==> config.mk <==
export PLATFORM = sky130hd
export DESIGN_NAME = url_percent_decoder
export DESIGN_NICKNAME = d
export VERILOG_FILES = /design/src/upd_pkg.sv /design/src/upd_front.sv /design/src/upd_queue.sv /design/src/upd_back.sv /design/src/url_percent_decoder.sv
export SDC_FILE = /design/constraint.sdc
export NUM_CORES = 1
export LEC_CHECK = 0
export ABC_AREA = 1
export BUFFER_PORTS_ARGS = -buffer_cell sky130_fd_sc_hd__buf_2
export CORE_AREA = 2 2 117 119
export DETAILED_ROUTE_END_ITERATION = 8
export DIE_AREA = 0 0 119 121
export SLEW_MARGIN = 20
export SYNTH_ARGS = -nofsm -noshare
export SYNTH_HDL_FRONTEND = slang
export SYNTH_SLANG_ARGS = --single-unit
==> constraint.sdc <==
create_clock -name clk -period 4.01 [get_ports clk]
set_input_delay 0.802 -clock clk [delete_from_list [all_inputs] [get_ports clk]]
set_output_delay 0.802 -clock clk [all_outputs]
set_load 0.05 [all_outputs]
==> src/upd_pkg.sv <==
// ----------------------------------------------------------------------------
// upd_pkg
// Types, character codes and helper functions shared by the URL
// percent-decoder front end, queue and back end.
// ----------------------------------------------------------------------------
package upd_pkg;

	// character codes
	localparam logic [7:0] CHAR_PCT   = 8'h25;
	localparam logic [7:0] CHAR_PLUS  = 8'h2B;
	localparam logic [7:0] CHAR_SPACE = 8'h20;

	// input beat payload
	typedef struct packed {
		logic [7:0] in_byte;
		logic       in_last;
	} in_beat_t;

	// output beat payload
	typedef struct packed {
		logic [7:0] out_byte;
		logic       out_last;
		logic       bad_hex;
	} out_beat_t;

	// escape tracking in the front end
	typedef enum logic [1:0] {
		PH_IDLE  = 2'd0,
		PH_PCT   = 2'd1,
		PH_DIGIT = 2'd2
	} phase_t;

	// work classes handed from front to back
	typedef enum logic [1:0] {
		OP_PLAIN = 2'd0,  // ordinary byte, plus may map to space
		OP_ESC   = 2'd1,  // two hex digits to combine
		OP_CUT   = 2'd2   // escape cut short: '%' then a plain byte
	} op_kind_t;

	typedef struct packed {
		op_kind_t   kind;
		logic [7:0] data_a;  // first digit of an escape
		logic [7:0] data_b;  // plain byte or second digit
		logic       last;
		logic       plus;    // query mode at the time of the beat
	} op_t;

	// hex digit value; msb set when the character is not a hex digit
	function automatic logic [4:0] hex_nibble(input logic [7:0] c);
		logic [4:0] r;
		r = 5'h10;
		if (c >= 8'h30 && c <= 8'h39) begin
			r = {1'b0, c[3:0]};
		end else if ((c >= 8'h61 && c <= 8'h66) || (c >= 8'h41 && c <= 8'h46)) begin
			r = {1'b0, c[3:0] + 4'd9};
		end
		return r;
	endfunction

	// ordinary byte, with plus turned to space in query mode
	function automatic logic [7:0] plain_char(input logic [7:0] c, input logic plus);
		logic [7:0] r;
		r = c;
		if (plus && c == CHAR_PLUS) begin
			r = CHAR_SPACE;
		end
		return r;
	endfunction

endpackage

==> src/upd_front.sv <==
// ----------------------------------------------------------------------------
// upd_front
// Accepts input beats, follows the escape state and pushes one work entry
// for every beat that completes a result.
// ----------------------------------------------------------------------------
module upd_front (
	input  logic              clk,
	input  logic              arst_n,
	input  logic              plus_as_space,
	input  logic              in_valid,
	output logic              in_ready,
	input  upd_pkg::in_beat_t in_data,
	output logic              push_valid,
	input  logic              push_ready,
	output upd_pkg::op_t      push_op
);

	upd_pkg::phase_t phase_q, phase_d;
	logic [7:0]      first_q;
	logic            in_fire;
	logic            emit;

	assign in_ready = push_ready;
	assign in_fire  = in_valid && in_ready;

	// classify the beat against the escape state
	always_comb begin
		phase_d        = phase_q;
		emit           = 1'b0;
		push_op.kind   = upd_pkg::OP_PLAIN;
		push_op.data_a = first_q;
		push_op.data_b = in_data.in_byte;
		push_op.last   = in_data.in_last;
		push_op.plus   = plus_as_space;
		unique case (phase_q)
			upd_pkg::PH_PCT: begin
				if (in_data.in_last) begin
					emit         = 1'b1;
					push_op.kind = upd_pkg::OP_CUT;
					phase_d      = upd_pkg::PH_IDLE;
				end else begin
					phase_d = upd_pkg::PH_DIGIT;
				end
			end
			upd_pkg::PH_DIGIT: begin
				emit         = 1'b1;
				push_op.kind = upd_pkg::OP_ESC;
				phase_d      = upd_pkg::PH_IDLE;
			end
			default: begin
				if (in_data.in_byte == upd_pkg::CHAR_PCT && !in_data.in_last) begin
					phase_d = upd_pkg::PH_PCT;
				end else begin
					emit    = 1'b1;
					phase_d = upd_pkg::PH_IDLE;
				end
			end
		endcase
	end

	assign push_valid = in_valid && emit;

	// escape state
	always_ff @(posedge clk or negedge arst_n) begin
		if (!arst_n) begin
			phase_q <= upd_pkg::PH_IDLE;
		end else if (in_fire) begin
			phase_q <= phase_d;
		end
	end

	// held first digit
	always_ff @(posedge clk) begin
		if (in_fire && phase_q == upd_pkg::PH_PCT) begin
			first_q <= in_data.in_byte;
		end
	end

	// an accepted second digit always yields an entry
	a_digit_pushes: assert property (@(posedge clk) disable iff (!arst_n)
		(in_fire && phase_q == upd_pkg::PH_DIGIT) |-> (push_valid && push_op.kind == upd_pkg::OP_ESC))
		else $error("second digit did not push an escape entry");

	// a pending escape goes back to idle once the digit phase is consumed
	a_digit_clears: assert property (@(posedge clk) disable iff (!arst_n)
		(in_fire && phase_q == upd_pkg::PH_DIGIT) |=> phase_q == upd_pkg::PH_IDLE)
		else $error("escape state not cleared after second digit");

endmodule

==> src/upd_queue.sv <==
// ----------------------------------------------------------------------------
// upd_queue
// Short first-in first-out queue of work entries between front and back.
// ----------------------------------------------------------------------------
module upd_queue #(
	parameter int DEPTH = 4
) (
	input  logic         clk,
	input  logic         arst_n,
	input  logic         push_valid,
	output logic         push_ready,
	input  upd_pkg::op_t push_op,
	output logic         pop_valid,
	input  logic         pop_ready,
	output upd_pkg::op_t pop_op
);

	localparam int PW = (DEPTH > 1) ? $clog2(DEPTH) : 1;
	localparam int CW = $clog2(DEPTH + 1);
	localparam logic [PW-1:0] LAST_PTR = PW'(DEPTH - 1);
	localparam logic [CW-1:0] FULL_CNT = CW'(DEPTH);

	upd_pkg::op_t  slot_q [DEPTH];
	logic [PW-1:0] wr_ptr_q;
	logic [PW-1:0] rd_ptr_q;
	logic [CW-1:0] count_q;
	logic          push_fire;
	logic          pop_fire;

	assign push_ready = (count_q != FULL_CNT);
	assign pop_valid  = (count_q != '0);
	assign push_fire  = push_valid && push_ready;
	assign pop_fire   = pop_valid && pop_ready;
	assign pop_op     = slot_q[rd_ptr_q];

	// pointers and fill count
	always_ff @(posedge clk or negedge arst_n) begin
		if (!arst_n) begin
			wr_ptr_q <= '0;
			rd_ptr_q <= '0;
			count_q  <= '0;
		end else begin
			if (push_fire) begin
				wr_ptr_q <= (wr_ptr_q == LAST_PTR) ? '0 : wr_ptr_q + 1'b1;
			end
			if (pop_fire) begin
				rd_ptr_q <= (rd_ptr_q == LAST_PTR) ? '0 : rd_ptr_q + 1'b1;
			end
			if (push_fire && !pop_fire) begin
				count_q <= count_q + 1'b1;
			end else if (pop_fire && !push_fire) begin
				count_q <= count_q - 1'b1;
			end
		end
	end

	// entry storage
	always_ff @(posedge clk) begin
		if (push_fire) begin
			slot_q[wr_ptr_q] <= push_op;
		end
	end

	a_count_bound: assert property (@(posedge clk) disable iff (!arst_n)
		count_q <= FULL_CNT)
		else $error("queue count beyond depth");

	a_count_up: assert property (@(posedge clk) disable iff (!arst_n)
		(push_fire && !pop_fire) |=> count_q == $past(count_q) + 1'b1)
		else $error("queue count did not follow a push");

endmodule

==> src/upd_back.sv <==
// ----------------------------------------------------------------------------
// upd_back
// Turns work entries into result beats and holds them in the output
// register; an escape cut short gives two beats from one entry.
// ----------------------------------------------------------------------------
module upd_back (
	input  logic               clk,
	input  logic               arst_n,
	input  logic               op_valid,
	output logic               op_ready,
	input  upd_pkg::op_t       op,
	output logic               out_valid,
	input  logic               out_ready,
	output upd_pkg::out_beat_t out_data
);

	upd_pkg::out_beat_t res;
	upd_pkg::out_beat_t out_q;
	logic               out_valid_q;
	logic               half_q;
	logic               load;
	logic [4:0]         hi_nib;
	logic [4:0]         lo_nib;

	assign load     = !out_valid_q || out_ready;
	assign op_ready = load && (op.kind != upd_pkg::OP_CUT || half_q);
	assign hi_nib   = upd_pkg::hex_nibble(op.data_a);
	assign lo_nib   = upd_pkg::hex_nibble(op.data_b);

	// result for the entry at the head of the queue
	always_comb begin
		res.out_byte = upd_pkg::plain_char(op.data_b, op.plus);
		res.out_last = op.last;
		res.bad_hex  = 1'b0;
		unique case (op.kind)
			upd_pkg::OP_ESC: begin
				res.bad_hex  = hi_nib[4] | lo_nib[4];
				res.out_byte = (hi_nib[4] | lo_nib[4]) ? 8'h00 : {hi_nib[3:0], lo_nib[3:0]};
			end
			upd_pkg::OP_CUT: begin
				if (!half_q) begin
					res.out_byte = upd_pkg::CHAR_PCT;
					res.out_last = 1'b0;
				end
			end
			default: begin
			end
		endcase
	end

	// output register and cut-escape half flag
	always_ff @(posedge clk or negedge arst_n) begin
		if (!arst_n) begin
			out_valid_q <= 1'b0;
			half_q      <= 1'b0;
		end else if (load) begin
			out_valid_q <= op_valid;
			if (op_valid && op.kind == upd_pkg::OP_CUT) begin
				half_q <= !half_q;
			end
		end
	end

	always_ff @(posedge clk) begin
		if (load && op_valid) begin
			out_q <= res;
		end
	end

	assign out_valid = out_valid_q;
	assign out_data  = out_q;

	// second half of a cut escape only while that entry waits at the head
	a_half_head: assert property (@(posedge clk) disable iff (!arst_n)
		half_q |-> (op_valid && op.kind == upd_pkg::OP_CUT))
		else $error("half flag set without a cut escape at the head");

	// an error beat carries a zero byte
	a_bad_zero: assert property (@(posedge clk) disable iff (!arst_n)
		(out_valid_q && out_q.bad_hex) |-> out_q.out_byte == 8'h00)
		else $error("error beat with non-zero byte");

endmodule

==> src/url_percent_decoder.sv <==
// ----------------------------------------------------------------------------
// url_percent_decoder
// Streaming URL percent-decoder: one encoded byte per input beat, decoded
// bytes out, with an error flag for bad hex escapes and a last marker.
//
//   port group | dir | payload          | notes
//   in_*       | in  | upd_pkg::in_beat_t  | one raw byte, last flag
//   out_*      | out | upd_pkg::out_beat_t | decoded byte, last, bad_hex
//   cfg_*      | in  | 1 bit plus_as_space | always ready
//
// One input beat per cycle while the queue has room; a result is offered once its
// completing beat has passed through a queue slot and the output register.
// A '%' and one byte ending the string give two results from one entry, which
// the back end delivers one after the other while the queue holds later entries.
// Input stalls only when the QUEUE_DEPTH-entry queue is full.
// Reset clears the escape state, queue and output valid; mode is path.
// ----------------------------------------------------------------------------
module url_percent_decoder #(
	parameter int QUEUE_DEPTH = 4
) (
	input  logic               clk,
	input  logic               arst_n,
	input  logic               cfg_valid,
	output logic               cfg_ready,
	input  logic               cfg_data,
	input  logic               in_valid,
	output logic               in_ready,
	input  upd_pkg::in_beat_t  in_data,
	output logic               out_valid,
	input  logic               out_ready,
	output upd_pkg::out_beat_t out_data
);

	logic         plus_q;
	logic         push_valid;
	logic         push_ready;
	upd_pkg::op_t push_op;
	logic         pop_valid;
	logic         pop_ready;
	upd_pkg::op_t pop_op;

	// mode register
	assign cfg_ready = 1'b1;

	always_ff @(posedge clk or negedge arst_n) begin
		if (!arst_n) begin
			plus_q <= 1'b0;
		end else if (cfg_valid) begin
			plus_q <= cfg_data;
		end
	end

	// classify
	upd_front u_front (
		.clk          (clk),
		.arst_n       (arst_n),
		.plus_as_space(plus_q),
		.in_valid     (in_valid),
		.in_ready     (in_ready),
		.in_data      (in_data),
		.push_valid   (push_valid),
		.push_ready   (push_ready),
		.push_op      (push_op)
	);

	// decouple
	upd_queue #(
		.DEPTH(QUEUE_DEPTH)
	) u_queue (
		.clk       (clk),
		.arst_n    (arst_n),
		.push_valid(push_valid),
		.push_ready(push_ready),
		.push_op   (push_op),
		.pop_valid (pop_valid),
		.pop_ready (pop_ready),
		.pop_op    (pop_op)
	);

	// decode and deliver
	upd_back u_back (
		.clk      (clk),
		.arst_n   (arst_n),
		.op_valid (pop_valid),
		.op_ready (pop_ready),
		.op       (pop_op),
		.out_valid(out_valid),
		.out_ready(out_ready),
		.out_data (out_data)
	);

endmodule
==> summary.txt, run 1 <==
outcome: complete, no violations
footprint of the multi-input gates: 0.001664 mm²
overall power: 4680 µW
total global-route track usage: 0.1527
CP arrival: 3.37 ns
Netlist cell types: 31
Final setup viols: 0
Hold/Removal Path Class: primary input to async pin
Post-DRT Antenna Nets: 0
Max-Slew Margin vs Limit: 0.6618
Final min period: 3.141 ns
DRC: 0
RSZ-0062 raised after global routing: no
Mapped Cells: 493
Fmax: 318.4 MHz
GRT Residual Overflow: 0
Worst path max stage delay: 0.51 ns
worst-path maximum fanout: 44
Critical Path End Type: flop
PD cells: 812.6 mW/mm²
gpl congestion: 0.8262
area after detailed placement: 0.005484 mm²
Worst path most repeated cell: inv_1
FFs w/ async S/R, synth: 0.1091
post-CTS setup buffers: 0
peak supply drop: 0.0003543 V
FF/Latch Area: 0.003243 mm²
CTS tree: yes
Syn Nets: 527
initial antenna violation count: 0
initial core utilization: 0.3966
WP buf/inv: 5
Die W: 119 µm
core area: 0.01309 mm²
top-area cell type share of the netlist area: 0.5670
Die Ht: 121 µm
io pins: 28
synthesis-stage register bit count: 110
row cnt: 42
Num Clock Sinks: 110
crit-path cells: inv_4, nand2_1, a32oi_1, inv_1, ha_1, nand2_1, inv_1, nor2_1, inv_1, ha_1, inv_1, fa_1, mux2_2
clk slew on worst S/H paths: 0.07 ns
CTS Hold Bufs: 0
Non-Filler Instances: 703
Post-Route Skew: 0.009928 ns
Antenna diodes: 0
LEAKAGE: 0.002379 µW
Yosys top cell by area: edfxtp_1
H-tree levels: 3
initial drt markers: 166
DRT Wirelength: 10150 µm
Vias/cell: 4.838
placed cell count: 687
TritonRoute pass-1 iters: 4
Most used DFF post-synth: edfxtp_1
first-pass GRT wire length: 17080 µm
CP required: 4.24 ns
area delta synth->final: 10.97%
post-route cell area: 0.005759 mm²
fraction of layout cells with a size suffix above 1: 0.1499
Seq/Total Area, Yosys: 0.6249
number of global-route vias before repair: 3528
Die ar.: 0.01440 mm²
type of origin of the critical path: flop
Place WS: 0.8570 ns
via count: 3401
Syn Area/Cell: 10.53 µm²
latest clock arrival within the worst-skew pair: 0.35 ns
post-DP HPWL: 6794 µm
Post-synth EDFFs: 98
# Max-Cap Violations: 0
DR WL/cell: 14.44 µm
Max Slew Vio Count: 0
fin crit share: 0.7833
setup TNS: 0 ns
post-CTS sizing: 0
clk buf depth: 2
post-route worst setup slack: 0.8688 ns
Synth Warn #: 0
Netlist Area Pre-Place: 0.005190 mm²
Fill cells: 1202
Slew @ Worst Pin: 0.5055 ns
crit path kind: flop to flop
crit path max-delay cell type: dfrtp_1
Fin. Hold Viols: 0
Area contributors post-synth: edfxtp_1 57%, nand2_1 11%, dfrtp_1 5.8%
CP top delay family: adder cells
largest net degree at the start of global routing: 45
Nets: 556
Clock Tree Root: clkbuf_16
PortBufs: 26
total CTS buffers: 9
==> path summary, 6_finish.rpt <==
check	from	end	slack (ns)	depth (start not counted)
worst max register to register	u_queue.rd_ptr_q[0]$_DFFE_PN0P_	u_queue.count_q[1]$_DFFE_PN0P_	0.87	13
max in group asynchronous	arst_n	u_back.out_valid$_DFFE_PN0N_	3.45	1
worst min register to register	u_front.first_q[2]$_DFFE_PP_	u_queue.slot_q[3][12]$_DFFE_PP_	0.50	0
worst min-delay path	arst_n	u_queue.rd_ptr_q[0]$_DFFE_PN0P_	0.33	1
min in group clk	u_front.first_q[2]$_DFFE_PP_	u_queue.slot_q[3][12]$_DFFE_PP_	0.50	0
worst max-delay path	u_queue.rd_ptr_q[0]$_DFFE_PN0P_	u_queue.count_q[1]$_DFFE_PN0P_	0.87	13
==> registers in the layout (all words and copies together), names as in the netlist <==
signal and count:
u_queue.slot_q 80, u_front.first_q 8, u_back.out_valid 1, u_queue.wr_ptr_q 2
u_queue.count_q 3, plus_q 1, u_front.phase_q 2, u_back.out_data 10
u_queue.rd_ptr_q 2, u_back.half_q 1
==> stage by stage <==
step,util,hold WS [ns]
after global routing,0.4401,0.3383
after global placement,0.4191,0.4760
final,0.4401,0.3329
after detailed placement,0.4191,0.4831
after floorplan,-,0.4587
after CTS,0.4401,0.3280
==> report_power, final <==
group	switching, µW	internal (µW)	total [µW]	leakage (µW)
clock network	393	423	817	0.000117
registers	113	1600	1710	0.00105
logic	1520	635	2150	0.00121
==> logic make-up after synthesis <==
kind of cell,Yosys count,synth area share
flops,110,0.6249
xor+xnor,2,0.003376
simple gates,271,0.2322
other cells,1,0.0007225
compound gates,28,0.03086
mux,2,0.004339
fa+ha+maj,19,0.04725
buf+inv,60,0.05641
==> layer usage <==
layer / global-route usage / routed length [µm]
met1: 0.2022 / 4796
met2: 0.2507 / 4882
met3: 0.02632 / 324
met4: 0.06101 / 148
met5: 0 / 0
==> synthesized netlist by cell type, types with 3 or more instances <==
cell type	count
inv_1	43
nand3_1	51
edfxtp_1	98
buf_6	5
nor3_1	4
buf_4	5
nand2_1	158
a21oi_1	7
o21ai_0	13
nand4_1	9
dfrtp_1	12
buf_2	5
nand3_2	3
nand2_2	12
ha_1	18
nor2_1	24
==> cell type report <==
type,instances,area share
sequential,110,0.5631
multi-input combinational,323,0.2889
clock buffer,10,0.03976
tap,176,0.03824
timing repair buffer,33,0.03172
inverter,45,0.03020
clock inverter,6,0.008038
==> cell usage in the layout, fill, tap and decap left out, types with 3 or more instances in the layout <==
cell type / count
nand2_1: 158
edfxtp_1: 98
nand3_1: 51
inv_1: 43
buf_2: 26
nor2_1: 20
ha_1: 18
o21ai_0: 13
nand2_2: 12
dfrtp_1: 12
nand4_1: 9
clkbuf_16: 9
a21oi_1: 7
buf_4: 7
nor2_2: 6
clkinvlp_4: 5
nor3_1: 4
nand3_2: 3
Power figures use the tool's default switching activity.
==> run 2: changes to the inputs <==
==> constraint.sdc (replaced) <==
create_clock -name clk -period 3 [get_ports clk]
set_input_delay 0.6 -clock clk [delete_from_list [all_inputs] [get_ports clk]]
set_output_delay 0.6 -clock clk [all_outputs]
set_load 0.05 [all_outputs]
==> run 2 against run 1 <==
Compared with the run above: routed wire length is 0.95% higher; maximum frequency is 14% higher; global-route usage is 0.32 points higher; non-clock buffer count is 4 higher; via count hardly changed; first-iteration DRC count is 90% higher; sequential power is 33% higher; final area is 0.41% higher; worst hold slack worse by 0.20 ns; highest routed layer unchanged.
==> summary.txt, run 2 (same netlist as run 1, synthesis figures left out) <==
WP buf/inv: 5 (unchanged)
LEAKAGE: 0.002417 µW (+1.6%)
worst-path maximum fanout: 11 (-75%)
Antenna diodes: 0 (unchanged)
crit path max-delay cell type: dfrtp_1
R2R Setup Slk: 0.25 ns (-0.62 ns)
post-route worst setup slack: 0.2496 ns (-0.6193 ns)
total global-route track usage: 0.1559 (+0.003172)
post-layout util: 0.4420 (+0.001816)
Worst path most repeated cell: inv_1
latest clock arrival within the worst-skew pair: 0.35 ns (about the same)
max reg flops: 80 (unchanged)
clk slew on worst S/H paths: 0.07 ns (about the same)
Max-Slew Margin vs Limit: 0.6532 (-0.008509)
crit path kind: flop to flop
post-route cell area: 0.005783 mm² (+0.41%)
fin crit share: 0.9168 (+0.1335)
Fill cells: 1227 (+2.1%)
FF-to-FF path depth: 13 (unchanged)
Worst R2R End: u_queue.count_q[1]$_DFFE_PN0P_
initial core utilization: 0.3966 (unchanged)
total CTS buffers: 9 (unchanged)
initial drt markers: 316 (+90%)
Final min period: 2.750 ns (-0.3907 ns)
first-pass GRT wire length: 17160 µm (+0.44%)
GRT Residual Overflow: 0 (unchanged)
Slew @ Worst Pin: 0.5182 ns (+0.01272 ns)
commonest non-fill, non-tap cells in the layout: 158 x nand2_1, 98 x edfxtp_1, 51 x nand3_1
Most Crowded Layer GR: met2
Fin. Hold Viols: 0 (unchanged)
TritonRoute pass-1 iters: 5 (+1)
Clock Tree Root: clkbuf_16
Die Ht: 121 µm (unchanged)
H-tree levels: 3 (unchanged)
DR WL/cell: 14.49 µm (+0.37%)
core area: 0.01309 mm² (unchanged)
worst r2r src: u_queue.rd_ptr_q[0]$_DFFE_PN0P_
number of global-route vias before repair: 3393 (-3.8%)
Post-Route Skew: 0.008375 ns (-0.001553 ns)
Post-DRT Antenna Nets: 0 (unchanged)
Die ar.: 0.01440 mm² (unchanged)
Die W: 119 µm (unchanged)
Hold/Removal Path Class: primary input to async pin
GR Layer Usage met1: 0.2073 (+0.005131)
type of origin of the critical path: flop
post-CTS setup buffers: 0 (unchanged)
post-DP HPWL: 6886 µm (+1.3%)
peak supply drop: 0.0006306 V (+78%)
CTS Hold Bufs: 0 (unchanged)
CP arrival: 2.99 ns (-0.38 ns)
PD cells: 1088 mW/mm² (+34%)
Place WS: 0.2273 ns (-0.6297 ns)
area delta synth->final: 11.43%
gpl congestion: 0.8085 (-2.1%)
CTS tree: yes
Final setup viols: 0 (unchanged)
CP top delay family: adder cells
Critical Path End Type: flop
most common cell after layout, fill and taps aside: nand2_1
DRT Wirelength: 10250 µm (+0.95%)
Vias/cell: 4.815 (-0.48%)
area after detailed placement: 0.005514 mm² (+0.55%)
clk buf depth: 2 (unchanged)
io pins: 28 (unchanged)
post-CTS sizing: 0 (unchanged)
Num Clock Sinks: 110 (unchanged)
placed cell count: 691 (+0.58%)
crit-path cells: inv_4, nand2_1, a32oi_1, inv_1, ha_1, nand2_1, inv_1, nor2_2, inv_1, ha_1, inv_1, fa_1, mux2_2
PortBufs: 26 (unchanged)
largest net degree at the start of global routing: 36 (-20%)
via count: 3404 (+0.088%)
Nets: 560 (+0.72%)
met2 Resource Use GR: 0.2525 (+0.001796)
initial antenna violation count: 0 (unchanged)
setup TNS: 0 ns (unchanged)
Biggest register: u_queue.slot_q
RSZ-0062 raised after global routing: no
outcome: complete, no violations
fraction of layout cells with a size suffix above 1: 0.1582 (+0.008287)
CP required: 3.24 ns (-1.00 ns)
DRC: 0 (unchanged)
Non-Filler Instances: 707 (+0.57%)
Fmax: 363.6 MHz (+14%)
row cnt: 42 (unchanged)
# Max-Cap Violations: 0 (unchanged)
Worst path max stage delay: 0.44 ns (-0.07 ns)
Max Slew Vio Count: 0 (unchanged)
GR Util met3: 0.03242 (+0.006109)
run 2: stage by stage:
stage / hold slack, ns / total power (µW)
after floorplan: 0.3044 / 4575
after global placement: 0.4754 / 5200
after detailed placement: 0.4815 / 5259
after CTS: 0.1354 / 6355
after global routing: 0.1420 / 6838
final: 0.1312 / 6291
run 2: power breakdown:
| part | switching, µW | internal (µW) |
|---|---|---|
| Combinational | 2040 | 882 |
| Sequential | 139 | 2140 |
| Clock | 528 | 562 |
| Total | 2710 | 3580 |
run 2: layer usage:
layer | up-vias | wire (µm)
met1 | 1600 | 4861
met2 | 72 | 4761
met3 | 11 | 456
li1 | 1721 | -
met5 | - | 0
met4 | 0 | 166
run 2: worst register-to-register path, stage by stage (launching register included):
cell     delay [ns]
dfrtp_1        0.44
inv_4          0.13
nand2_1        0.07
a32oi_1        0.24
inv_1          0.08
ha_1           0.25
nand2_1        0.12
inv_1          0.08
nor2_2         0.21
inv_1          0.07
ha_1           0.19
inv_1          0.10
fa_1           0.41
mux2_2         0.26
run 2: layout make-up:
type                            count  area, µm²  share of cell area
Clock buffer                       10      229.0             0.03959
Clock inverter                      6      37.54            0.006491
Inverter                           45      173.9             0.03007
Multi-Input combinational cell    323       1667              0.2882
Sequential cell                   110       3243              0.5608
Tap cell                          176      220.2             0.03808
Timing Repair Buffer               37      212.7             0.03678
run 2: how the worst max path moves through the flow:
stage                                endpoint                       startpoint  cells after the start
6_report       u_queue.count_q[1]$_DFFE_PN0P_  u_queue.rd_ptr_q[0]$_DFFE_PN0P_                     13
5_1_grt        u_queue.count_q[2]$_DFFE_PN0P_  u_queue.rd_ptr_q[0]$_DFFE_PN0P_                     14
4_1_cts        u_queue.count_q[1]$_DFFE_PN0P_  u_queue.rd_ptr_q[0]$_DFFE_PN0P_                     13
3_5_place_dp   u_queue.count_q[1]$_DFFE_PN0P_  u_queue.rd_ptr_q[0]$_DFFE_PN0P_                     13
3_3_place_gp   u_queue.count_q[1]$_DFFE_PN0P_  u_queue.rd_ptr_q[0]$_DFFE_PN0P_                     13
2_1_floorplan  u_queue.count_q[1]$_DFFE_PN0P_  u_queue.rd_ptr_q[0]$_DFFE_PN0P_                     15
==> run 3: changes to the inputs <==
==> constraint.sdc (replaced) <==
create_clock -name clk -period 2.5 [get_ports clk]
set_input_delay 0.5 -clock clk [delete_from_list [all_inputs] [get_ports clk]]
set_output_delay 0.5 -clock clk [all_outputs]
set_load 0.05 [all_outputs]
==> run 3 against run 2 <==
Compared with the run above: combinational power rose by 46%; sequential share of layout area fell by 3.9 points; worst hold slack got worse by 0.11 ns; critical endpoint unchanged; clock-buffer cell count rose by 2; maximum frequency rose by 13%; largest cell class unchanged.
==> summary.txt, run 3 (same netlist as run 1, synthesis figures left out) <==
outcome: complete, no violations
Hold/Removal Path Class: primary input to async pin
Critical Path End Type: flop
core area: 0.01309 mm² (unchanged)
fin crit share: 0.9752 (+0.05842)
Nets: 595 (+6.3%)
Die W: 119 µm (unchanged)
TritonRoute pass-1 iters: 4 (-1)
first-pass GRT wire length: 17860 µm (+4.1%)
WP buf/inv: 5 (unchanged)
worst r2r src: u_queue.rd_ptr_q[0]$_DFFE_PN0P_
number of global-route vias before repair: 3518 (+3.7%)
area delta synth->final: 19.91%
Place WS: -0.03280 ns (-0.2601 ns)
PD cells: 1350 mW/mm² (+24%)
Fmax: 410.2 MHz (+13%)
Fin. Hold Viols: 0 (unchanged)
most common cell after layout, fill and taps aside: nand2_1
total CTS buffers: 9 (unchanged)
DRC: 0 (unchanged)
Antenna diodes: 0 (unchanged)
area after detailed placement: 0.005727 mm² (+3.9%)
initial antenna violation count: 0 (unchanged)
commonest non-fill, non-tap cells in the layout: 153 x nand2_1, 98 x edfxtp_1, 50 x nand3_1
RSZ-0062 raised after global routing: yes
CTS tree: yes
R2R Setup Slk: 0.06 ns (-0.19 ns)
worst-path maximum fanout: 8 (-3)
latest clock arrival within the worst-skew pair: 0.35 ns (about the same)
Num Clock Sinks: 110 (unchanged)
H-tree levels: 3 (unchanged)
crit path kind: flop to flop
Vias/cell: 4.805 (-0.21%)
LEAKAGE: 0.002623 µW (+8.5%)
max reg flops: 80 (unchanged)
GRT Residual Overflow: 0 (unchanged)
crit path max-delay cell type: dfrtp_2
DR WL/cell: 15.01 µm (+3.6%)
post-DP HPWL: 7419 µm (+7.7%)
post-route worst setup slack: 0.06194 ns (-0.1876 ns)
via count: 3565 (+4.7%)
Die ar.: 0.01440 mm² (unchanged)
CP top delay family: adder cells
Clock Tree Root: clkbuf_16
Max-Slew Margin vs Limit: 0.6423 (-0.01089)
Max Slew Vio Count: 0 (unchanged)
post-route cell area: 0.006223 mm² (+7.6%)
fraction of layout cells with a size suffix above 1: 0.2314 (+0.07326)
gpl congestion: 0.8987 (+11%)
CTS Hold Bufs: 0 (unchanged)
Final min period: 2.438 ns (-0.3124 ns)
peak supply drop: 0.0004569 V (-28%)
DRT Wirelength: 11140 µm (+8.7%)
clk slew on worst S/H paths: 0.07 ns (about the same)
CP required: 2.74 ns (-0.50 ns)
Final setup viols: 0 (unchanged)
row cnt: 42 (unchanged)
PortBufs: 26 (unchanged)
Biggest register: u_queue.slot_q
CP arrival: 2.68 ns (-0.31 ns)
Worst path max stage delay: 0.46 ns (+0.02 ns)
Post-Route Skew: 0.006815 ns (-0.001561 ns)
total global-route track usage: 0.1628 (+0.006913)
initial drt markers: 296 (-6.3%)
Hold WS: 0.02412 ns (-0.1071 ns)
clk buf depth: 2 (unchanged)
FF-to-FF path depth: 13 (unchanged)
io pins: 28 (unchanged)
# Max-Cap Violations: 0 (unchanged)
largest net degree at the start of global routing: 26 (-28%)
Worst R2R End: u_queue.count_q[1]$_DFFE_PN0P_
Die Ht: 121 µm (unchanged)
crit-path cells: clkinv_4, nand2_1, a32oi_2, inv_1, ha_2, nand2_2, inv_2, nor2_4, inv_1, ha_1, inv_2, fa_1, mux2_2
initial core utilization: 0.3966 (unchanged)
Post-DRT Antenna Nets: 0 (unchanged)
Slew @ Worst Pin: 0.5345 ns (+0.01628 ns)
type of origin of the critical path: flop
==> run 3: changes by cell type in the layout (fill, tap and decap cells not counted), moves of 2 or more <==
cell | before | now
nand2_1 | 158 | 153
inv_2 | 0 | 3
a32oi_1 | 2 | 0
a32oi_2 | 0 | 2
buf_4 | 11 | 37
nand2_2 | 12 | 16
buf_12 | 0 | 6
clkinv_2 | 4 | 2
clkbuf_1 | 1 | 3
inv_1 | 43 | 40
inv_4 | 2 | 0
==> run 3: through the flow <==
| stage | TNS, ns | util | total power, µW | instances |
|---|---|---|---|---|
| floorplan | -16.46 | - | 5510 | 493 |
| global placement | 0 | 0.4377 | 6550 | 712 |
| detailed placement | -0.09386 | 0.4377 | 6633 | 712 |
| CTS | 0 | 0.4597 | 8037 | 728 |
| global route | -0.09956 | 0.4756 | 9031 | 742 |
| finish | 0 | 0.4756 | 8402 | 742 |
==> run 3: layout make-up <==
type	count	area, µm²
Sequential cell	110	3244
Multi-Input combinational cell	323	1717
Timing Repair Buffer	72	579.3
Tap cell	176	220.2
Clock inverter	4	47.55
Fill cell	1194	6862
Clock buffer	12	236.5
Inverter	45	178.9
==> run 3: what timing repair did <==
| item | CTS | global route |
|---|---|---|
| resized for setup | 2 | 26 |
| pin swaps | 0 | 5 |
| cloned | 0 | 1 |
| setup buffers | 0 | 13 |
| endpoints found under the setup margin | 9 | 11 |
==> run 3: metal layers <==
| layer | vias to the layer above | share of wire | wire [µm] | track usage |
|---|---|---|---|---|
| met1 | 1671 | 0.46 | 5088 | 0.2160 |
| met3 | 20 | 0.040 | 441 | 0.02914 |
| li1 | 1794 | - | - | - |
| met2 | 80 | 0.48 | 5290 | 0.2615 |
| met5 | - | 0 | 0 | 0 |
| met4 | 0 | 0.028 | 316 | 0.07440 |
==> run 3: worst reg2reg max path, delay by kind of cell (launching register included) <==
kind / cells / cell delay, ns
adder cells (fa/ha/maj): 3 / 0.78
multiplexers: 1 / 0.27
AND/OR/NAND/NOR: 3 / 0.24
flip-flops: 1 / 0.46
AO/OA/AOI/OAI: 1 / 0.23
buffers and inverters: 5 / 0.34
==> run 3: worst max path at each step <==
stage | startpoint | end | slack, ns | cells past startpoint
after floorplan | u_queue.count_q[0]$_DFFE_PN0P_ | u_queue.slot_q[0][0]$_DFFE_PP_ | -0.20 | 8
after global placement | u_queue.rd_ptr_q[0]$_DFFE_PN0P_ | u_back.out_data[8]$_DFFE_PP_ | 0.04 | 15
after detailed placement | u_queue.rd_ptr_q[0]$_DFFE_PN0P_ | u_back.out_data[8]$_DFFE_PP_ | -0.03 | 15
after CTS | u_queue.rd_ptr_q[0]$_DFFE_PN0P_ | u_queue.count_q[1]$_DFFE_PN0P_ | 0.02 | 13
after global routing | u_queue.rd_ptr_q[0]$_DFFE_PN0P_ | u_queue.count_q[1]$_DFFE_PN0P_ | -0.05 | 13
final | u_queue.rd_ptr_q[0]$_DFFE_PN0P_ | u_queue.count_q[1]$_DFFE_PN0P_ | 0.06 | 13
==> run 3: where the power goes <==
part           switching (µW)  total, µW  internal [µW]
Clock                     618       1390            775
Sequential                171       2730           2560
Combinational            2710       4270           1570
